### src/hw/rtl/packet_stream_ring_queue_top_defines.svh
// assertion macros for the packet stream ring queue
// no dependencies; expects clk and rst_n in the scope of use
`ifndef PACKET_STREAM_RING_QUEUE_TOP_DEFINES_SVH
`define PACKET_STREAM_RING_QUEUE_TOP_DEFINES_SVH

`ifndef NO_ASSERTIONS

// condition holds at every edge out of reset
`define PSRQ_ASSERT_HOLDS(label, cond, msg) \
  label: assert property (@(posedge clk) disable iff (!rst_n) (cond)) else $error(msg);

// trigger in one cycle implies a condition in the same cycle
`define PSRQ_ASSERT_IMPL(label, trig, cond, msg) \
  label: assert property (@(posedge clk) disable iff (!rst_n) (trig) |-> (cond)) else $error(msg);

// trigger in one cycle implies a condition in the next cycle
`define PSRQ_ASSERT_NEXT(label, trig, cond, msg) \
  label: assert property (@(posedge clk) disable iff (!rst_n) (trig) |=> (cond)) else $error(msg);

`else

`define PSRQ_ASSERT_HOLDS(label, cond, msg)
`define PSRQ_ASSERT_IMPL(label, trig, cond, msg)
`define PSRQ_ASSERT_NEXT(label, trig, cond, msg)

`endif

`endif

### src/hw/rtl/psrq_pkg.sv
// package for the packet stream ring queue: sizes, codes, beat and descriptor types
// no dependencies
package psrq_pkg;

  // ring and descriptor queue sizing
  localparam int SIZE_ORDER      = 12;
  localparam int MAX_DESCRIPTORS = 16;
  localparam int REQ_W   = 16;
  localparam int OFS_W   = SIZE_ORDER;
  localparam int LEN_W   = SIZE_ORDER + 1;
  localparam int CMP_W   = (LEN_W > REQ_W) ? LEN_W : REQ_W;
  localparam int IDX_W   = (MAX_DESCRIPTORS > 1) ? $clog2(MAX_DESCRIPTORS) : 1;
  localparam int CNT_W   = $clog2(MAX_DESCRIPTORS + 1);

  localparam logic [LEN_W-1:0] RING_LEN  = {1'b1, {OFS_W{1'b0}}};
  localparam logic [IDX_W-1:0] LAST_SLOT = IDX_W'(MAX_DESCRIPTORS - 1);
  localparam logic [CNT_W-1:0] FULL_CNT  = CNT_W'(MAX_DESCRIPTORS);

  // action codes
  localparam logic [1:0] ACT_WRITE  = 2'd0;
  localparam logic [1:0] ACT_READ   = 2'd1;
  localparam logic [1:0] ACT_HANGUP = 2'd2;

  // status codes
  localparam logic [1:0] STAT_OK     = 2'd0;
  localparam logic [1:0] STAT_BLOCK  = 2'd1;
  localparam logic [1:0] STAT_BROKEN = 2'd2;
  localparam logic [1:0] STAT_EOF    = 2'd3;

  typedef struct packed {
    logic [1:0]       action;
    logic [REQ_W-1:0] request_length;
    logic             packet_mode;
  } in_item_t;

  typedef struct packed {
    logic [1:0]       status;
    logic [LEN_W-1:0] granted_length;
    logic [OFS_W-1:0] buffer_offset;
    logic             readable;
    logic             writable;
    logic             hung_up;
  } out_item_t;

  // one descriptor: [desc_start, desc_end) span plus stream flag
  typedef struct packed {
    logic [OFS_W-1:0] desc_start;
    logic [OFS_W-1:0] desc_end;
    logic             is_stream;
  } desc_t;

  localparam int DESC_W = $bits(desc_t);

  typedef enum logic {
    ST_IDLE,
    ST_EXEC
  } state_t;

  // controller to datapath commands
  typedef struct packed {
    logic load;
    logic exec;
  } ctrl_cmd_t;

endpackage

### src/hw/rtl/psrq_ram.sv
// generic ram: one write port, two read ports, registered read data
// no dependencies
module psrq_ram #(
  parameter int WIDTH = 8,
  parameter int DEPTH = 16
) (
  input  logic                                      clk,
  input  logic                                      we,
  input  logic [((DEPTH > 1) ? $clog2(DEPTH) : 1)-1:0] waddr,
  input  logic [WIDTH-1:0]                          wdata,
  input  logic [((DEPTH > 1) ? $clog2(DEPTH) : 1)-1:0] raddr_a,
  output logic [WIDTH-1:0]                          rdata_a,
  input  logic [((DEPTH > 1) ? $clog2(DEPTH) : 1)-1:0] raddr_b,
  output logic [WIDTH-1:0]                          rdata_b
);

  logic [WIDTH-1:0] mem_r [DEPTH];

  // write port
  always_ff @(posedge clk) begin
    if (we) begin
      mem_r[waddr] <= wdata;
    end
  end

  // registered read ports
  always_ff @(posedge clk) begin
    rdata_a <= mem_r[raddr_a];
    rdata_b <= mem_r[raddr_b];
  end

endmodule

### src/hw/rtl/psrq_ctrl.sv
// controller for the packet stream ring queue: accept, then execute one beat
// depends on psrq_pkg
module psrq_ctrl
  import psrq_pkg::*;
(
  input  logic      clk,
  input  logic      rst_n,
  input  logic      start,
  output logic      busy,
  output ctrl_cmd_t cmd
);

  state_t state_r, state_nxt;

  // state register
  always_ff @(posedge clk) begin
    if (!rst_n) begin
      state_r <= ST_IDLE;
    end else begin
      state_r <= state_nxt;
    end
  end

  // next state and commands
  always_comb begin
    state_nxt = state_r;
    cmd.load  = 1'b0;
    cmd.exec  = 1'b0;
    busy      = 1'b0;
    case (state_r)
      ST_IDLE: begin
        if (start) begin
          cmd.load  = 1'b1;
          state_nxt = ST_EXEC;
        end
      end
      ST_EXEC: begin
        busy      = 1'b1;
        cmd.exec  = 1'b1;
        state_nxt = ST_IDLE;
      end
      default: begin
        state_nxt = ST_IDLE;
      end
    endcase
  end

endmodule

### src/hw/rtl/psrq_dpath.sv
// datapath for the packet stream ring queue: pointers, flags, descriptor ram, result
// depends on psrq_pkg and psrq_ram
module psrq_dpath
  import psrq_pkg::*;
(
  input  logic      clk,
  input  logic      rst_n,
  input  ctrl_cmd_t cmd,
  input  in_item_t  in_item,
  output logic      out_valid,
  output out_item_t out_item
);

  // latched request
  logic [1:0]       act_r;
  logic [REQ_W-1:0] req_r;
  logic             pkt_r;

  // queue state
  logic [IDX_W-1:0] head_r, head_nxt;
  logic [IDX_W-1:0] tail_r, tail_nxt;
  logic [CNT_W-1:0] count_r, count_nxt;
  logic             hangup_r, hangup_nxt;
  logic             rd_ready_r, rd_ready_nxt;
  logic             wr_ready_r, wr_ready_nxt;

  // result
  logic             out_valid_r;
  out_item_t        out_item_r, out_item_nxt;

  // descriptor ram ports
  logic             ram_we;
  logic [IDX_W-1:0] ram_waddr;
  desc_t            ram_wdata;
  logic [IDX_W-1:0] last_idx;
  logic [DESC_W-1:0] rd_head_raw, rd_last_raw;
  desc_t            ent_head, ent_last;

  // derived values
  logic [IDX_W-1:0] head_inc, tail_inc;
  logic             q_empty, extend;
  logic [OFS_W-1:0] whead, wend, rd_new_start;
  logic [LEN_W-1:0] cap, wn, avail, rn;
  logic [CMP_W-1:0] req_ext, cap_ext, avail_ext;

  assign last_idx = (tail_r == '0) ? LAST_SLOT : tail_r - IDX_W'(1);
  assign head_inc = (head_r == LAST_SLOT) ? '0 : head_r + IDX_W'(1);
  assign tail_inc = (tail_r == LAST_SLOT) ? '0 : tail_r + IDX_W'(1);

  psrq_ram #(
    .WIDTH (DESC_W),
    .DEPTH (MAX_DESCRIPTORS)
  ) u_desc_ram (
    .clk     (clk),
    .we      (ram_we),
    .waddr   (ram_waddr),
    .wdata   (ram_wdata),
    .raddr_a (head_r),
    .rdata_a (rd_head_raw),
    .raddr_b (last_idx),
    .rdata_b (rd_last_raw)
  );

  assign ent_head = desc_t'(rd_head_raw);
  assign ent_last = desc_t'(rd_last_raw);

  // write side: capacity and grant
  assign q_empty = (count_r == '0);
  assign extend  = !q_empty && ent_last.is_stream;
  assign whead   = q_empty ? '0 : ent_last.desc_end;
  assign cap     = q_empty ? RING_LEN
                           : {1'b0, OFS_W'(ent_head.desc_start - ent_last.desc_end)};
  assign req_ext = CMP_W'(req_r);
  assign cap_ext = CMP_W'(cap);
  assign wn      = (req_ext < cap_ext) ? LEN_W'(req_ext) : cap;
  assign wend    = whead + wn[OFS_W-1:0];

  // read side: bytes held by the oldest descriptor
  assign avail     = (ent_head.desc_start == ent_head.desc_end) ? RING_LEN
                   : {1'b0, OFS_W'(ent_head.desc_end - ent_head.desc_start)};
  assign avail_ext = CMP_W'(avail);
  assign rn        = (req_ext < avail_ext) ? LEN_W'(req_ext) : avail;
  assign rd_new_start = ent_head.desc_start + rn[OFS_W-1:0];

  // request latch
  always_ff @(posedge clk) begin
    if (cmd.load) begin
      act_r <= in_item.action;
      req_r <= in_item.request_length;
      pkt_r <= in_item.packet_mode;
    end
  end

  // execute one request
  always_comb begin
    head_nxt     = head_r;
    tail_nxt     = tail_r;
    count_nxt    = count_r;
    hangup_nxt   = hangup_r;
    rd_ready_nxt = rd_ready_r;
    wr_ready_nxt = wr_ready_r;
    ram_we       = 1'b0;
    ram_waddr    = tail_r;
    ram_wdata    = '{desc_start: whead, desc_end: wend, is_stream: !pkt_r};
    out_item_nxt = '0;
    out_item_nxt.status = STAT_OK;
    if (cmd.exec) begin
      case (act_r)
        ACT_WRITE: begin
          if (hangup_r) begin
            out_item_nxt.status = STAT_BROKEN;
          end else if (req_r != '0) begin
            if (wn == '0 || (!extend && count_r == FULL_CNT)) begin
              out_item_nxt.status = STAT_BLOCK;
              wr_ready_nxt        = 1'b0;
            end else begin
              ram_we = 1'b1;
              if (extend) begin
                ram_waddr = last_idx;
                ram_wdata = '{desc_start: ent_last.desc_start, desc_end: wend,
                              is_stream: ent_last.is_stream};
              end else begin
                if (q_empty) begin
                  rd_ready_nxt = 1'b1;
                end
                tail_nxt  = tail_inc;
                count_nxt = count_r + CNT_W'(1);
              end
              if (wn == cap) begin
                wr_ready_nxt = 1'b0;
              end
              out_item_nxt.granted_length = wn;
              out_item_nxt.buffer_offset  = whead;
            end
          end
        end
        ACT_READ: begin
          if (req_r != '0) begin
            if (q_empty) begin
              rd_ready_nxt        = 1'b0;
              out_item_nxt.status = hangup_r ? STAT_EOF : STAT_BLOCK;
            end else begin
              if (!ent_head.is_stream || rn == avail) begin
                head_nxt  = head_inc;
                count_nxt = count_r - CNT_W'(1);
                if (count_r == CNT_W'(1)) begin
                  rd_ready_nxt = 1'b0;
                end
              end else begin
                ram_we    = 1'b1;
                ram_waddr = head_r;
                ram_wdata = '{desc_start: rd_new_start, desc_end: ent_head.desc_end,
                              is_stream: ent_head.is_stream};
              end
              wr_ready_nxt = 1'b1;
              out_item_nxt.granted_length = rn;
              out_item_nxt.buffer_offset  = ent_head.desc_start;
            end
          end
        end
        ACT_HANGUP: begin
          hangup_nxt   = 1'b1;
          rd_ready_nxt = 1'b1;
        end
        default: begin
          out_item_nxt.status = STAT_OK;
        end
      endcase
    end
    out_item_nxt.readable = rd_ready_nxt;
    out_item_nxt.writable = wr_ready_nxt;
    out_item_nxt.hung_up  = hangup_nxt;
  end

  // queue state registers
  always_ff @(posedge clk) begin
    if (!rst_n) begin
      head_r      <= '0;
      tail_r      <= '0;
      count_r     <= '0;
      hangup_r    <= 1'b0;
      rd_ready_r  <= 1'b0;
      wr_ready_r  <= 1'b1;
      out_valid_r <= 1'b0;
    end else begin
      head_r      <= head_nxt;
      tail_r      <= tail_nxt;
      count_r     <= count_nxt;
      hangup_r    <= hangup_nxt;
      rd_ready_r  <= rd_ready_nxt;
      wr_ready_r  <= wr_ready_nxt;
      out_valid_r <= cmd.exec;
    end
  end

  // result register
  always_ff @(posedge clk) begin
    if (cmd.exec) begin
      out_item_r <= out_item_nxt;
    end
  end

  assign out_valid = out_valid_r;
  assign out_item  = out_item_r;

endmodule

### src/hw/rtl/packet_stream_ring_queue_top.sv
// top level of the packet stream ring queue: controller, datapath and checks
// depends on psrq_pkg, psrq_ctrl, psrq_dpath and the assertion macro header
//
//   channel  | handshake           | payload
//   ---------+---------------------+-----------------------
//   input    | start, busy         | in_item  (in_item_t)
//   result   | out_valid (strobe)  | out_item (out_item_t)
//
// each beat is two steps: the descriptor ram read, then the update
// the result strobes in the cycle after the update, and a new beat may be
// accepted in that same cycle, but no new beat is taken while one executes
// reset synchronously clears pointers and flags; descriptor ram needs no clearing
// the receiver cannot stall: every result is shown for exactly one cycle
`include "packet_stream_ring_queue_top_defines.svh"

module packet_stream_ring_queue_top
  import psrq_pkg::*;
(
  input  logic      clk,
  input  logic      rst_n,
  input  logic      start,
  output logic      busy,
  input  in_item_t  in_item,
  output logic      out_valid,
  output out_item_t out_item
);

  ctrl_cmd_t cmd;

  psrq_ctrl u_ctrl (
    .clk   (clk),
    .rst_n (rst_n),
    .start (start),
    .busy  (busy),
    .cmd   (cmd)
  );

  psrq_dpath u_dpath (
    .clk       (clk),
    .rst_n     (rst_n),
    .cmd       (cmd),
    .in_item   (in_item),
    .out_valid (out_valid),
    .out_item  (out_item)
  );

  // checks
  `PSRQ_ASSERT_NEXT(a_accept_busy, start && !busy, busy && !out_valid, "accepted beat must go to execute")
  `PSRQ_ASSERT_IMPL(a_strobe_after_busy, out_valid, $past(busy) && !busy, "result must follow execute")
  `PSRQ_ASSERT_IMPL(a_fail_no_grant, out_valid && out_item.status != STAT_OK, out_item.granted_length == '0, "failed beat granted bytes")
  `PSRQ_ASSERT_IMPL(a_eof_flags, out_valid && out_item.status == STAT_EOF, out_item.hung_up && !out_item.readable, "end of file without hangup")
  `PSRQ_ASSERT_IMPL(a_broken_hung, out_valid && out_item.status == STAT_BROKEN, out_item.hung_up, "broken pipe without hangup")

endmodule
### config.mk
export PLATFORM = sky130hd
export DESIGN_NAME = packet_stream_ring_queue_top
export DESIGN_NICKNAME = d
export VERILOG_FILES = /design/src/hw/rtl/psrq_pkg.sv /design/src/hw/rtl/psrq_ram.sv /design/src/hw/rtl/psrq_ctrl.sv /design/src/hw/rtl/psrq_dpath.sv /design/src/hw/rtl/packet_stream_ring_queue_top.sv
export VERILOG_INCLUDE_DIRS = /design/src /design/src/hw/rtl
export SDC_FILE = /design/constraint.sdc
export NUM_CORES = 1
export LEC_CHECK = 0
export CORE_MARGIN = 4
export CORE_UTILIZATION = 30
export CTS_CLUSTER_SIZE = 28
export DETAILED_ROUTE_END_ITERATION = 8
export DONT_BUFFER_PORTS = 1
export PLACE_DENSITY = 0.55
export SYNTH_ARGS = -nofsm -noshare
export SYNTH_HDL_FRONTEND = slang
export SYNTH_SLANG_ARGS = --single-unit
### constraint.sdc
create_clock -name clk -period 7.2 [get_ports clk]
set_input_delay 0 -clock clk [delete_from_list [all_inputs] [get_ports clk]]
set_output_delay 0 -clock clk [all_outputs]
set_load 0.1 [all_outputs]
---- Word-level counts from Yosys, hierarchy flattened ----
Memories as Yosys holds them, arrays and structs flattened. A register that Yosys moved wholly into a read port is not among the register bits.
Cells that the tools add are included.
word-level totals
  flip-flop bits (word level) ............. 67
  bits in writable memories ............... 400
  input port bits ......................... 22
  output and inout bits ................... 32
  logic and storage cells ................. 147
  memories kept ........................... 1
operators by class
  add/sub/neg operators ................... 9
  $lt $le $gt $ge ......................... 2
  equality and inequality tests ........... 16
  muxes and demuxes ....................... 80
  bitwise gates (word level) .............. 5
  reduce and logical (&&, ||, !) cells .... 17
memories
  name                      depth  width  read ports  clocked after memory_dff  write ports  line            text
  u_dpath.u_desc_ram.mem_r  16     25     2           2                         1            psrq_ram.sv:17  logic [WIDTH-1:0] mem_r [DEPTH];
operators with widths
  cell                   count
  $mux W25               11
  $pmux W25 S2           2
  $mux W27               2
  $mux W13               4
  $mux W4                11
  $mux W5                7
  $lt A16 B13 Y1         2
  $mux W1                32
  $eq A13 B13 Y1         2
  $add A12 B12 Y12       2
  $sub A12 B12 Y12       2
  $reduce_bool A16 Y1    1
  $logic_not A13 Y1      1
  $eq A12 B12 Y1         1
  $mux W12               1
  $pmux W5 S2            1
  $reduce_and A9 Y1      1
  $add A4 B1 Y4 const B  2
  $eq A4 B4 Y1 const B   2
  $ne A2 B2 Y1 const B   4
  $pmux W4 S2            1
  $mux W2                3
  $ne A2 B1 Y1 const B   3
  $pmux W1 S2            3
  other kinds (19)       28

---- Longest topological paths before layout ----
Gate-level depths: netlist of the first run.
  word-level depth ........................ 13
  mapped depth ............................ 34
  mapped depth without buffers ............ 33

---- Hierarchy ----
Synthesis of the first run repeated with hierarchy kept, for this count alone.
unflattened totals
  cells, all modules ...................... 1785
  area, all modules ....................... 26424.1 um^2
modules (own cells, without submodules)
  module      times used  cells an instance  area each (um^2)  sequential area each (um^2)
  psrq_ram    1           897                18980.7           13012.5
  psrq_dpath  1           883                7393.3            1811.7
  psrq_ctrl   1           5                  50.0              20.0

---- Worst setup path after synthesis of the first run ----
Ideal clock, no wire load.
  path kind ............................... reg2reg
  from .................................... register u_dpath.u_desc_ram.rdata_b[7] (read register of u_dpath.u_desc_ram.mem_r)
  to ...................................... memory u_dpath.u_desc_ram.mem_r[12][0] in the netlist's numbering, enable pin
  setup time .............................. 438 ps
  arrival time ............................ 6632 ps
  data required time ...................... 6762 ps
  path slack .............................. 129 ps
  cell stages (with the launch flop) ...... 22
  path buffers ............................ 2
  period minus slack after synthesis ...... 7071 ps
  cell sequence ........................... dfxtp_1 > clkbuf_1 > inv_1 > ha_1 > o21ai_0 > a311oi_1 > or2_2 > nor2_1 > or3_1 > ha_1 > nand3_1 > or3_1 > a211o_1 > and3_1 > buf_6 > and2_4 > a211oi_4 > nor2_1 > a311o_1 > o31ai_1 > o21ai_0 > nor3_1
on the way
  longest elaborated chain between the ends .. 13
  elaborated cells between the ends (all ways) .. 18
  classes of those cells .................. add/sub (1); order compare (1); mux (14); reduce/logical (2)
RTL lines
  item                           line               text
  start, declared                psrq_ram.sv:14     output logic [WIDTH-1:0] rdata_b
  $sub A12 B12 Y12 (*)           psrq_dpath.sv:72   : {1'b0, OFS_W'(ent_head.desc_start - ent_last.desc_end)};
  $mux W13 (*)                   psrq_dpath.sv:71   assign cap = q_empty ? RING_LEN
  $lt A16 B13 Y1                 psrq_dpath.sv:75   assign wn = (req_ext < cap_ext) ? LEN_W'(req_ext) : cap;
  $mux W13 (*)                   psrq_dpath.sv:75
  $logic_not A13 Y1 (*)          psrq_dpath.sv:113  if (wn == '0 || (!extend && count_r == FULL_CNT)) begin
  $logic_or A1 B1 Y1 (*)         psrq_dpath.sv:113
  $mux W1                        psrq_dpath.sv:113
  $mux W1                        psrq_dpath.sv:112  end else if (req_r != '0) begin
  $mux W1                        psrq_dpath.sv:110  if (hangup_r) begin
  $pmux W1 S2                    psrq_dpath.sv:108  case (act_r)
  $mux W1                        psrq_dpath.sv:107  if (cmd.exec) begin
  $mux W1                        psrq_ram.sv:21     if (we) begin
  $mux W1 (implied by the code)  psrq_ram.sv:22     mem_r[waddr] <= wdata;
  end, declared                  psrq_ram.sv:17
Every way passes the cells marked *; elsewhere a longest branch is shown, timed or not.

==> results of run 1 <==
-- synthesized netlist by cell type (18+ instances only) --
| master | instances | share of area, % |
|---|---|---|
| a21o_1 | 18 | 0.51 |
| nor3_1 | 30 | 0.56 |
| ha_1 | 70 | 3.3 |
| mux4_2 | 223 | 19 |
| a211oi_1 | 30 | 0.85 |
| o21ai_0 | 61 | 1.1 |
| a21oi_1 | 54 | 1.0 |
| nand3_1 | 22 | 0.41 |
| nor2_1 | 93 | 1.3 |
| xnor2_1 | 46 | 1.5 |
| and2_1 | 30 | 0.70 |
| a31oi_1 | 39 | 0.92 |
| edfxtp_1 | 449 | 51 |
| clkbuf_1 | 85 | 1.2 |
| inv_1 | 73 | 1.0 |
| nand2_1 | 140 | 2.0 |
| mux2i_1 | 21 | 0.79 |
| dfxtp_1 | 68 | 5.1 |
| buf_1 | 23 | 0.32 |
-- layout by cell type, fill, tap and decap left out, types with 56 or more instances in the layout --
cell / count
mux4_2: 223
buf_4: 83
ha_1: 67
o21ai_0: 60
edfxtp_1: 449
clkbuf_16: 56
nor2_1: 81
dfxtp_1: 62
inv_1: 73
nand2_1: 140
-- timing repair --
item | 4_1_cts | 5_1_grt
gates resized for setup | 1 | 15
pin swaps | 1 | 3
setup buffers | 1 | 1
hold endpoints to repair | 56 | 0
endpoints found under the setup margin | 32 | 112
hold buffers | 34 | 0
-- critical path, delay by kind of cell, from the launching register on --
kind                     cells  cell delay (ns)
buffers and inverters        6             0.97
adder cells (fa/ha/maj)      5             1.54
multiplexers                 1             0.11
flip-flops                   1             0.33
XOR/XNOR                     1             0.16
AO/OA/AOI/OAI               11             2.72
AND/OR/NAND/NOR              5             1.01
-- cell families after synthesis --
| logic type | count (synthesis) | synth area share (%) |
|---|---|---|
| flops | 517 | 55.7 |
| simple gates | 417 | 7.67 |
| compound gates | 318 | 8.00 |
| mux | 254 | 20.1 |
| buf+inv | 188 | 2.70 |
| fa+ha+maj | 79 | 3.74 |
| xor+xnor | 63 | 2.07 |
-- power by group through the flow --
stage               Sequential (mW)  Combinational, mW  Clock, mW
global placement               3.47              0.517          0
CTS                            3.41              0.547       3.01
detailed placement             3.48              0.527          0
global route                   3.41              0.599       3.13
floorplan                      3.46              0.326          0
finish                         3.41              0.552       2.95
-- state kept, by name, summed over array words and instances (netlist names) --
signal,flops
u_dpath.wr_ready_r,1
u_dpath.out_valid,1
u_dpath.req_ext,16
u_dpath.count_r,5
u_dpath.act_r,2
u_dpath.head_r,4
u_dpath.tail_r,4
u_dpath.u_desc_ram.mem_r,400
u_ctrl.state_r,1
u_dpath.hangup_r,1
u_dpath.out_item,30
u_dpath.u_desc_ram.rdata_b,25
u_dpath.rd_ready_r,1
u_dpath.u_desc_ram.rdata_a,25
u_dpath.pkt_r,1
-- path summary, 6_finish.rpt --
kind	start	endpoint	slack (ns)
max reg2reg	u_dpath.u_desc_ram.rdata_a[13]$_DFF_P_	u_dpath.u_desc_ram.mem_r[5][9]$_DFFE_PP_	0.19
max	u_dpath.u_desc_ram.rdata_a[13]$_DFF_P_	u_dpath.u_desc_ram.mem_r[5][9]$_DFFE_PP_	0.19
min reg2reg	u_dpath.rd_ready_r$_SDFF_PN0_	u_dpath.rd_ready_r$_SDFF_PN0_	0.47
min	in_item[4]	u_dpath.req_ext[3]$_DFFE_PP_	0.03
-- area by class of cell --
class                           count  area, sq um  area share (%)
Antenna cell                        2         5.00          0.0161
Clock buffer                       79         1530            4.93
Sequential cell                   517        14900            47.9
Clock inverter                     24          347            1.12
Tap cell                         1165         1460            4.70
Multi-Input combinational cell   1131        11300            36.4
Timing Repair Buffer              131         1240            4.01
Inverter                           74          280           0.904
-- per-stage QoR --
stage / setup TNS (ns) / power (mW)
final: 0 / 6.92
after global routing: -0.526 / 7.14
after CTS: 0 / 6.97
after detailed placement: -5.02 / 4.00
after global placement: -1.34 / 3.99
after floorplan: 0 / 3.79
-- metal layers --
layer  track usage, %  vias up  wire length (um)
met4             5.12        0              2550
met2             28.4      689             39400
met1             23.3     9045             35000
met5                0        -                 0
li1                 -     7459                 -
met3             2.84      144              5480
==> results.json, run 1 <==
{
  "synth-main-ff-cell": "edfxtp_1",
  "drive_gt1_share_pct": 24.2,
  "synth.distinct_cells": 84,
  "synth_area_per_cell_sq_um": 14.5,
  "ant_nets": 0,
  "ys_seq_area_share_pct": 55.7,
  "maxSlewViolCount": 0,
  "first_iter_violations": 1826,
  "coreArea_sq_um": 88200,
  "reg2reg_depth": 29,
  "critPathCaptureType": "register",
  "cts_tree": "done",
  "netlist_area_sq_um": 26600,
  "gp_congestion": 0.909,
  "whs_path_depth": 1,
  "p_sw_mw": 1.66,
  "clock_path_buffers": 3,
  "cp_data_arrival_time_ns": 7.47,
  "async_flop_share_pct": 0,
  "postLayoutCellArea_sq_um": 31000,
  "ys_seq_elements": 517,
  "hold_viol": 0,
  "cts.clk_slew.worst_paths_ns": 0.06,
  "std_cell_rows": 109,
  "synth_edf_count": 449,
  "critPathLaunchType": "register",
  "die_w_um": 306,
  "clock_latency_ns": 0.63,
  "seq_power_share_pct": 49.3,
  "via_per_inst": 5.55,
  "fill_cells": 8290,
  "cts_htree_levels": 2,
  "synth_fp_nets": 1931,
  "period_minus_slack_ns": 7.01,
  "drt_pass1_iterations": 5,
  "post_drt_wl_per_cell_um": 26.4,
  "drv_cap": 0,
  "clockPowerShare_pct": 42.7,
  "p_int_mw": 5.26,
  "p_per_area_nw_per_um2": 223,
  "wirelength_um": 82400,
  "placed_cells": 2982,
  "synthCells": 1836,
  "preCtsSetupSlack_ns": -0.179,
  "die_h_um": 306,
  "fmax_mhz": 143,
  "slowest_delay_ns": 0.67,
  "p_sw_share_pct": 24.0,
  "dpl_cell_area_sq_um": 28700,
  "outcome": "complete, no violations",
  "io_buffers": 0,
  "grt_max_degree": 97,
  "min_period_over_period_pct": 97.4,
  "final_core_util_pct": 35.1,
  "crit_fanout": 16,
  "grt_usage_pct": 17.2,
  "path_class": "register to register",
  "timing.hold.ws_ns": 0.0282,
  "critPathRequiredTime_ns": 7.65,
  "final_cells": 3123,
  "relSlewSlack_pct": 19.3,
  "syn_to_final_growth_pct": 16.5,
  "path_common_cell": "buf_4",
  "cts_sinks": 517,
  "ys_warn_count": 0,
  "leakagePower_nw": 10.3,
  "io_pins": 54,
  "gr-total-overflow": 0,
  "finalClockSkew_ns": 0.0214,
  "cts_buffers": 56,
  "grt_pass1_wl_um": 121000,
  "pwr-share-comb_pct": 8.0,
  "hold_path.class": "input pin to register",
  "antenna_found_initial": 1,
  "initial_core_util_pct": 30.2,
  "drc_errors": 0,
  "dieArea_sq_um": 93600,
  "vdd_drop_max_uv": 182,
  "slowest_stage": "o21ai_0",
  "final_nets": 2006,
  "setup_viol": 0,
  "setup_ws_ns": 0.187,
  "grt_pass1_vias": 17800,
  "tightestPinTransition_ns": 1.21,
  "dp.final_hpwl_um": 53000,
  "root_buffer": "clkbuf_16",
  "vias": 17300
}
(Power assumes the default switching activity.)
==> inputs of run 2 (changes only) <==
--- a/config.mk
+++ b/config.mk
@@ -11,7 +11,7 @@
 export CTS_CLUSTER_SIZE = 28
 export DETAILED_ROUTE_END_ITERATION = 8
 export DONT_BUFFER_PORTS = 1
-export PLACE_DENSITY = 0.55
+export PLACE_DENSITY = 0.54
 export SYNTH_ARGS = -nofsm -noshare
 export SYNTH_HDL_FRONTEND = slang
 export SYNTH_SLANG_ARGS = --single-unit
==> constraint.sdc (replaced) <==
create_clock -name clk -period 9.07 [get_ports clk]
set_input_delay 0 -clock clk [delete_from_list [all_inputs] [get_ports clk]]
set_output_delay 0 -clock clk [all_outputs]
set_load 0.1 [all_outputs]
==> run 2 against run 1 <==
Net effect: via count decreased by 0.93%; combinational power down 24%; core utilization decreased by 0.67 points; largest power group unchanged; clock skew rose by 0.019 ns; maximum frequency fell by 14%; largest cell class unchanged; global-route usage is 0.21 points lower; die area unchanged; worst hold slack improved by 0.012 ns; critical path type unchanged.
==> results.json, run 2 (same netlist as run 1, synthesis figures left out) <==
{
  "dp.final_hpwl_um": 51300,
  "cts.clk_slew.worst_paths_ns": 0.06,
  "maxSlewViolCount": 0,
  "setup_viol": 0,
  "vdd_drop_max_uv": 155,
  "highest_layer": "met4",
  "cp_data_arrival_time_ns": 8.40,
  "clockPowerShare_pct": 41.2,
  "initial_core_util_pct": 30.2,
  "rsz0062_at_grt": "false",
  "std_cell_rows": 109,
  "drv_cap": 0,
  "top_register": "u_dpath.u_desc_ram.mem_r",
  "multi_input_area_sq_um": 11300,
  "cts_sinks": 517,
  "m1WireLength_um": 34400,
  "pwr-share-comb_pct": 7.9,
  "critPathLaunchType": "register",
  "ant_nets": 0,
  "final_nets": 1968,
  "gr-total-overflow": 0,
  "dpl_cell_area_sq_um": 28300,
  "post_drt_wl_per_cell_um": 26.4,
  "clock_path_buffers": 3,
  "io_buffers": 0,
  "slowest_stage": "o22ai_1",
  "cts_buffers": 54,
  "finalClockSkew_ns": 0.0401,
  "p_per_area_nw_per_um2": 175,
  "postLayoutCellArea_sq_um": 30400,
  "drt_pass1_iterations": 5,
  "first_iter_violations": 1797,
  "tightestPinTransition_ns": 1.34,
  "min_period_over_period_pct": 90.1,
  "gp_congestion": 0.945,
  "fill_cells": 8367,
  "period_minus_slack_ns": 8.17,
  "most-common-layout-cells": "edfxtp_1 (449), mux4_2 (223), nand2_1 (140), nor2_1 (81), inv_1 (73)",
  "crit_fanout": 16,
  "ctsResizeCount": 0,
  "outcome": "complete, no violations",
  "vias": 17200,
  "dr_wl_met3_um": 5500,
  "cts_htree_levels": 2,
  "antenna_found_initial": 1,
  "total_power_mw": 5.33,
  "leakagePower_nw": 10.1,
  "drc_errors": 0,
  "p_sw_mw": 1.29,
  "p_sw_share_pct": 24.2,
  "final_common_cell": "edfxtp_1",
  "critPathCaptureType": "register",
  "root_buffer": "clkbuf_16",
  "fmax_mhz": 122,
  "syn_to_final_growth_pct": 14.2,
  "path_class": "register to register",
  "relSlewSlack_pct": 10.4,
  "dieArea_sq_um": 93600,
  "hold_viol": 0,
  "largest_reg_flops": 400,
  "regArea_sq_um": 14900,
  "p_int_mw": 4.04,
  "grt_max_degree": 97,
  "cts_tree": "done",
  "hold_path.class": "input pin to register",
  "tns_ns": 0,
  "path_common_cell": "o21ai_0",
  "die_w_um": 306,
  "slowest_delay_ns": 1.04,
  "grt_pass1_wl_um": 119000,
  "drive_gt1_share_pct": 21.9,
  "die_h_um": 306,
  "wl_met2_um": 39300,
  "coreArea_sq_um": 88200,
  "wirelength_um": 81300,
  "grt_usage_pct": 16.9,
  "diodes": 0,
  "grt_pass1_vias": 17300,
  "clock_latency_ns": 0.63,
  "io_pins": 54,
  "critPathRequiredTime_ns": 9.30,
  "seq_power_share_pct": 50.9,
  "via_per_inst": 5.57
}
## run 2: final timing paths
check                                         startpoint                                          to  slack, ns  cells past startpoint
setup reg to reg  u_dpath.u_desc_ram.rdata_a[21]$_DFF_P_  u_dpath.u_desc_ram.mem_r[13][21]$_DFFE_PP_       0.90                     26
hold / removal                               in_item[10]                u_dpath.req_ext[9]$_DFFE_PP_       0.04                      1
setup / recovery  u_dpath.u_desc_ram.rdata_a[21]$_DFF_P_  u_dpath.u_desc_ram.mem_r[13][21]$_DFFE_PP_       0.90                     26
hold reg to reg            u_dpath.rd_ready_r$_SDFF_PN0_               u_dpath.rd_ready_r$_SDFF_PN0_       0.47                      2
## run 2: final cells by class
| class | instances | area share (%) |
|---|---|---|
| Clock buffer | 74 | 4.82 |
| Clock inverter | 25 | 0.872 |
| Inverter | 74 | 0.930 |
| Multi-Input combinational cell | 1131 | 37.0 |
| Sequential cell | 517 | 48.8 |
| Tap cell | 1165 | 4.79 |
| Timing Repair Buffer | 95 | 2.75 |
## run 2: repair_timing
action,CTS,global route
hold buffers,34,0
setup buffers,0,1
setup endpoints to repair,0,6
hold endpoints to repair,56,0
## run 2: layer usage
layer / vias up / global-route usage (%)
met5: - / 0
met4: 0 / 4.44
met2: 719 / 28.1
met3: 117 / 2.61
met1: 8950 / 23.4
li1: 7389 / -
## run 2: through the flow
step / hold WS (ns) / instances / util (%) / setup WS (ns)
2_1_floorplan: 0.0732 / 1836 / - / 2.00
3_3_place_gp: 0.0819 / 2946 / 32.1 / 0.696
3_5_place_dp: 0.0843 / 2946 / 32.1 / 0.649
4_1_cts: 0.0142 / 3079 / 34.4 / 0.582
5_1_grt: 0.0224 / 3081 / 34.5 / 0.372
6_report: 0.0407 / 3081 / 34.5 / 0.895
## run 2: worst max-delay path, delay by kind of cell, from the launching register on
kind,cells,cell delay [ns]
and+or+nand+nor,7,1.68
xor gates and xnor gates,1,0.14
adders and majority gates,3,1.11
AOI/OAI and AO/OA,14,4.18
DFF,1,0.49
buffers and inverters,1,0.15
## run 2: power groups by stage
stage	sequential [mW]	combinational, mW	clock [mW]
after floorplan	2.75	0.259	0
after global placement	2.76	0.396	0
after detailed placement	2.76	0.400	0
after CTS	2.71	0.414	2.25
after global routing	2.71	0.455	2.35
final	2.71	0.419	2.19
==> inputs of run 3 (changes only) <==
==> constraint.sdc (replaced) <==
create_clock -name clk -period 10.29 [get_ports clk]
set_input_delay 0 -clock clk [delete_from_list [all_inputs] [get_ports clk]]
set_output_delay 0 -clock clk [all_outputs]
set_load 0.1 [all_outputs]
==> run 3 against run 2 <==
Net effect: core utilization grew 0.078 points; die area unchanged; cell count about the same; critical path type unchanged; largest power group unchanged.
==> results.json, run 3 (same netlist as run 1, synthesis figures left out) <==
{
  "grt_pass1_wl_um": 117000,
  "min_period_over_period_pct": 77.8,
  "first_iter_violations": 1657,
  "whs_path_depth": 1,
  "clock_latency_ns": 0.66,
  "ant_nets": 0,
  "critPathCaptureType": "register",
  "tns_ns": 0,
  "cts.clk_slew.worst_paths_ns": 0.06,
  "grt_pass1_vias": 17400,
  "preCtsSetupSlack_ns": 2.38,
  "outcome": "complete, no violations",
  "root_buffer": "clkbuf_16",
  "cts_setup_buffers": 0,
  "drv_cap": 0,
  "setup_ws_ns": 2.28,
  "use_met2_pct": 25.7,
  "clockPowerShare_pct": 42.7,
  "wirelength_um": 79200,
  "slowest_delay_ns": 0.86,
  "dpl_cell_area_sq_um": 28200,
  "tightestPinTransition_ns": 1.41,
  "total_power_mw": 4.81,
  "hold_start": "in_item[6]",
  "seq_power_share_pct": 49.7,
  "postLayoutCellArea_sq_um": 30500,
  "timing.hold.ws_ns": 0.0205,
  "rsz0062_at_grt": "false",
  "p_sw_mw": 1.17,
  "reg2reg_depth": 28,
  "whs_endpoint": "u_dpath.req_ext[5]$_DFFE_PP_",
  "finalClockSkew_ns": 0.0516,
  "final_core_util_pct": 34.6,
  "crit_fanout": 23,
  "gp_congestion": 0.957,
  "grt_util_met1_pct": 23.3,
  "post_drt_wl_per_cell_um": 25.7,
  "use_met3_pct": 3.48,
  "largest_reg_flops": 400,
  "pwr-share-comb_pct": 7.6,
  "die_h_um": 306,
  "final_common_cell": "edfxtp_1",
  "cts_htree_levels": 2,
  "cts_tree": "done",
  "via_per_inst": 5.50,
  "most-common-layout-cells": "edfxtp_1 (449), mux4_2 (223), nand2_1 (140), nor2_1 (81), inv_1 (73)",
  "final_cells": 3082,
  "relSlewSlack_pct": 5.67,
  "cts_sinks": 517,
  "setup_viol": 0,
  "dieArea_sq_um": 93600,
  "fmax_mhz": 125,
  "path_class": "register to register",
  "gr-total-overflow": 0,
  "hold_viol": 0,
  "drc_errors": 0,
  "final_nets": 1962,
  "ctsResizeCount": 0,
  "regToRegStartpoint": "u_dpath.u_desc_ram.rdata_a[19]$_DFF_P_",
  "maxSlewViolCount": 0,
  "p_per_area_nw_per_um2": 158,
  "period_minus_slack_ns": 8.01,
  "vias": 16900,
  "coreArea_sq_um": 88200,
  "die_w_um": 306,
  "initial_core_util_pct": 30.2,
  "hold_path.class": "input pin to register",
  "critPathRequiredTime_ns": 10.56,
  "reg2reg_to": "u_dpath.u_desc_ram.mem_r[9][24]$_DFFE_PP_",
  "antenna_found_initial": 2,
  "top_register": "u_dpath.u_desc_ram.mem_r",
  "clock_path_buffers": 3,
  "grt_usage_pct": 16.6,
  "p_sw_share_pct": 24.4,
  "std_cell_rows": 109,
  "critPathLaunchType": "register",
  "syn_to_final_growth_pct": 14.5,
  "cp_data_arrival_time_ns": 8.28,
  "leakagePower_nw": 10.1,
  "placed_cells": 2938,
  "io_buffers": 0,
  "cts_hold_buf": 34,
  "dp.final_hpwl_um": 52200,
  "grt_max_degree": 97,
  "p_int_mw": 3.64,
  "io_pins": 54,
  "crit_start": "u_dpath.u_desc_ram.rdata_a[19]$_DFF_P_",
  "setup.reg_to_reg.worst_slack_ns": 2.28,
  "vdd_drop_max_uv": 166,
  "drt_pass1_iterations": 5,
  "cts_buffers": 57,
  "slowest_stage": "o211ai_1",
  "drive_gt1_share_pct": 21.8,
  "top_usage_layer": "met2"
}
run 3: area by class of cell:
| cell class | count | area (sq um) |
|---|---|---|
| Sequential cell | 517 | 14900 |
| Antenna cell | 1 | 2.50 |
| Inverter | 74 | 283 |
| Multi-Input combinational cell | 1131 | 11300 |
| Clock buffer | 72 | 1520 |
| Timing Repair Buffer | 86 | 746 |
| Tap cell | 1165 | 1460 |
| Fill cell | 8388 | 57700 |
| Clock inverter | 36 | 364 |
run 3: power groups by stage:
stage | clock network, mW | logic, mW | registers (mW)
final | 2.05 | 0.366 | 2.39
after global routing | 2.19 | 0.398 | 2.39
after floorplan | 0 | 0.228 | 2.42
after global placement | 0 | 0.345 | 2.44
after CTS | 2.10 | 0.363 | 2.39
after detailed placement | 0 | 0.351 | 2.44
run 3: worst max-delay path: cells and delay by family, from the launching register on:
kind / cells / cell delay [ns]
xor gates and xnor gates: 1 / 0.16
buffers and inverters: 3 / 0.51
adders and majority gates: 3 / 0.99
and+or+nand+nor: 4 / 1.30
AOI/OAI and AO/OA: 16 / 4.08
muxes: 1 / 0.08
DFF: 1 / 0.50
run 3: worst max-delay path by stage:
stage	endpoint
floorplan	u_dpath.u_desc_ram.mem_r[12][0]$_DFFE_PP_
global placement	u_dpath.u_desc_ram.mem_r[5][24]$_DFFE_PP_
detailed placement	u_dpath.u_desc_ram.mem_r[13][22]$_DFFE_PP_
CTS	u_dpath.u_desc_ram.mem_r[9][24]$_DFFE_PP_
global route	u_dpath.u_desc_ram.mem_r[8][24]$_DFFE_PP_
finish	u_dpath.u_desc_ram.mem_r[9][24]$_DFFE_PP_
run 3: routing by layer:
layer	part of all wire, %	up-vias
met5	0	-
met4	3.8	0
met3	6.9	150
met2	46	618
met1	44	8788
li1	-	7385
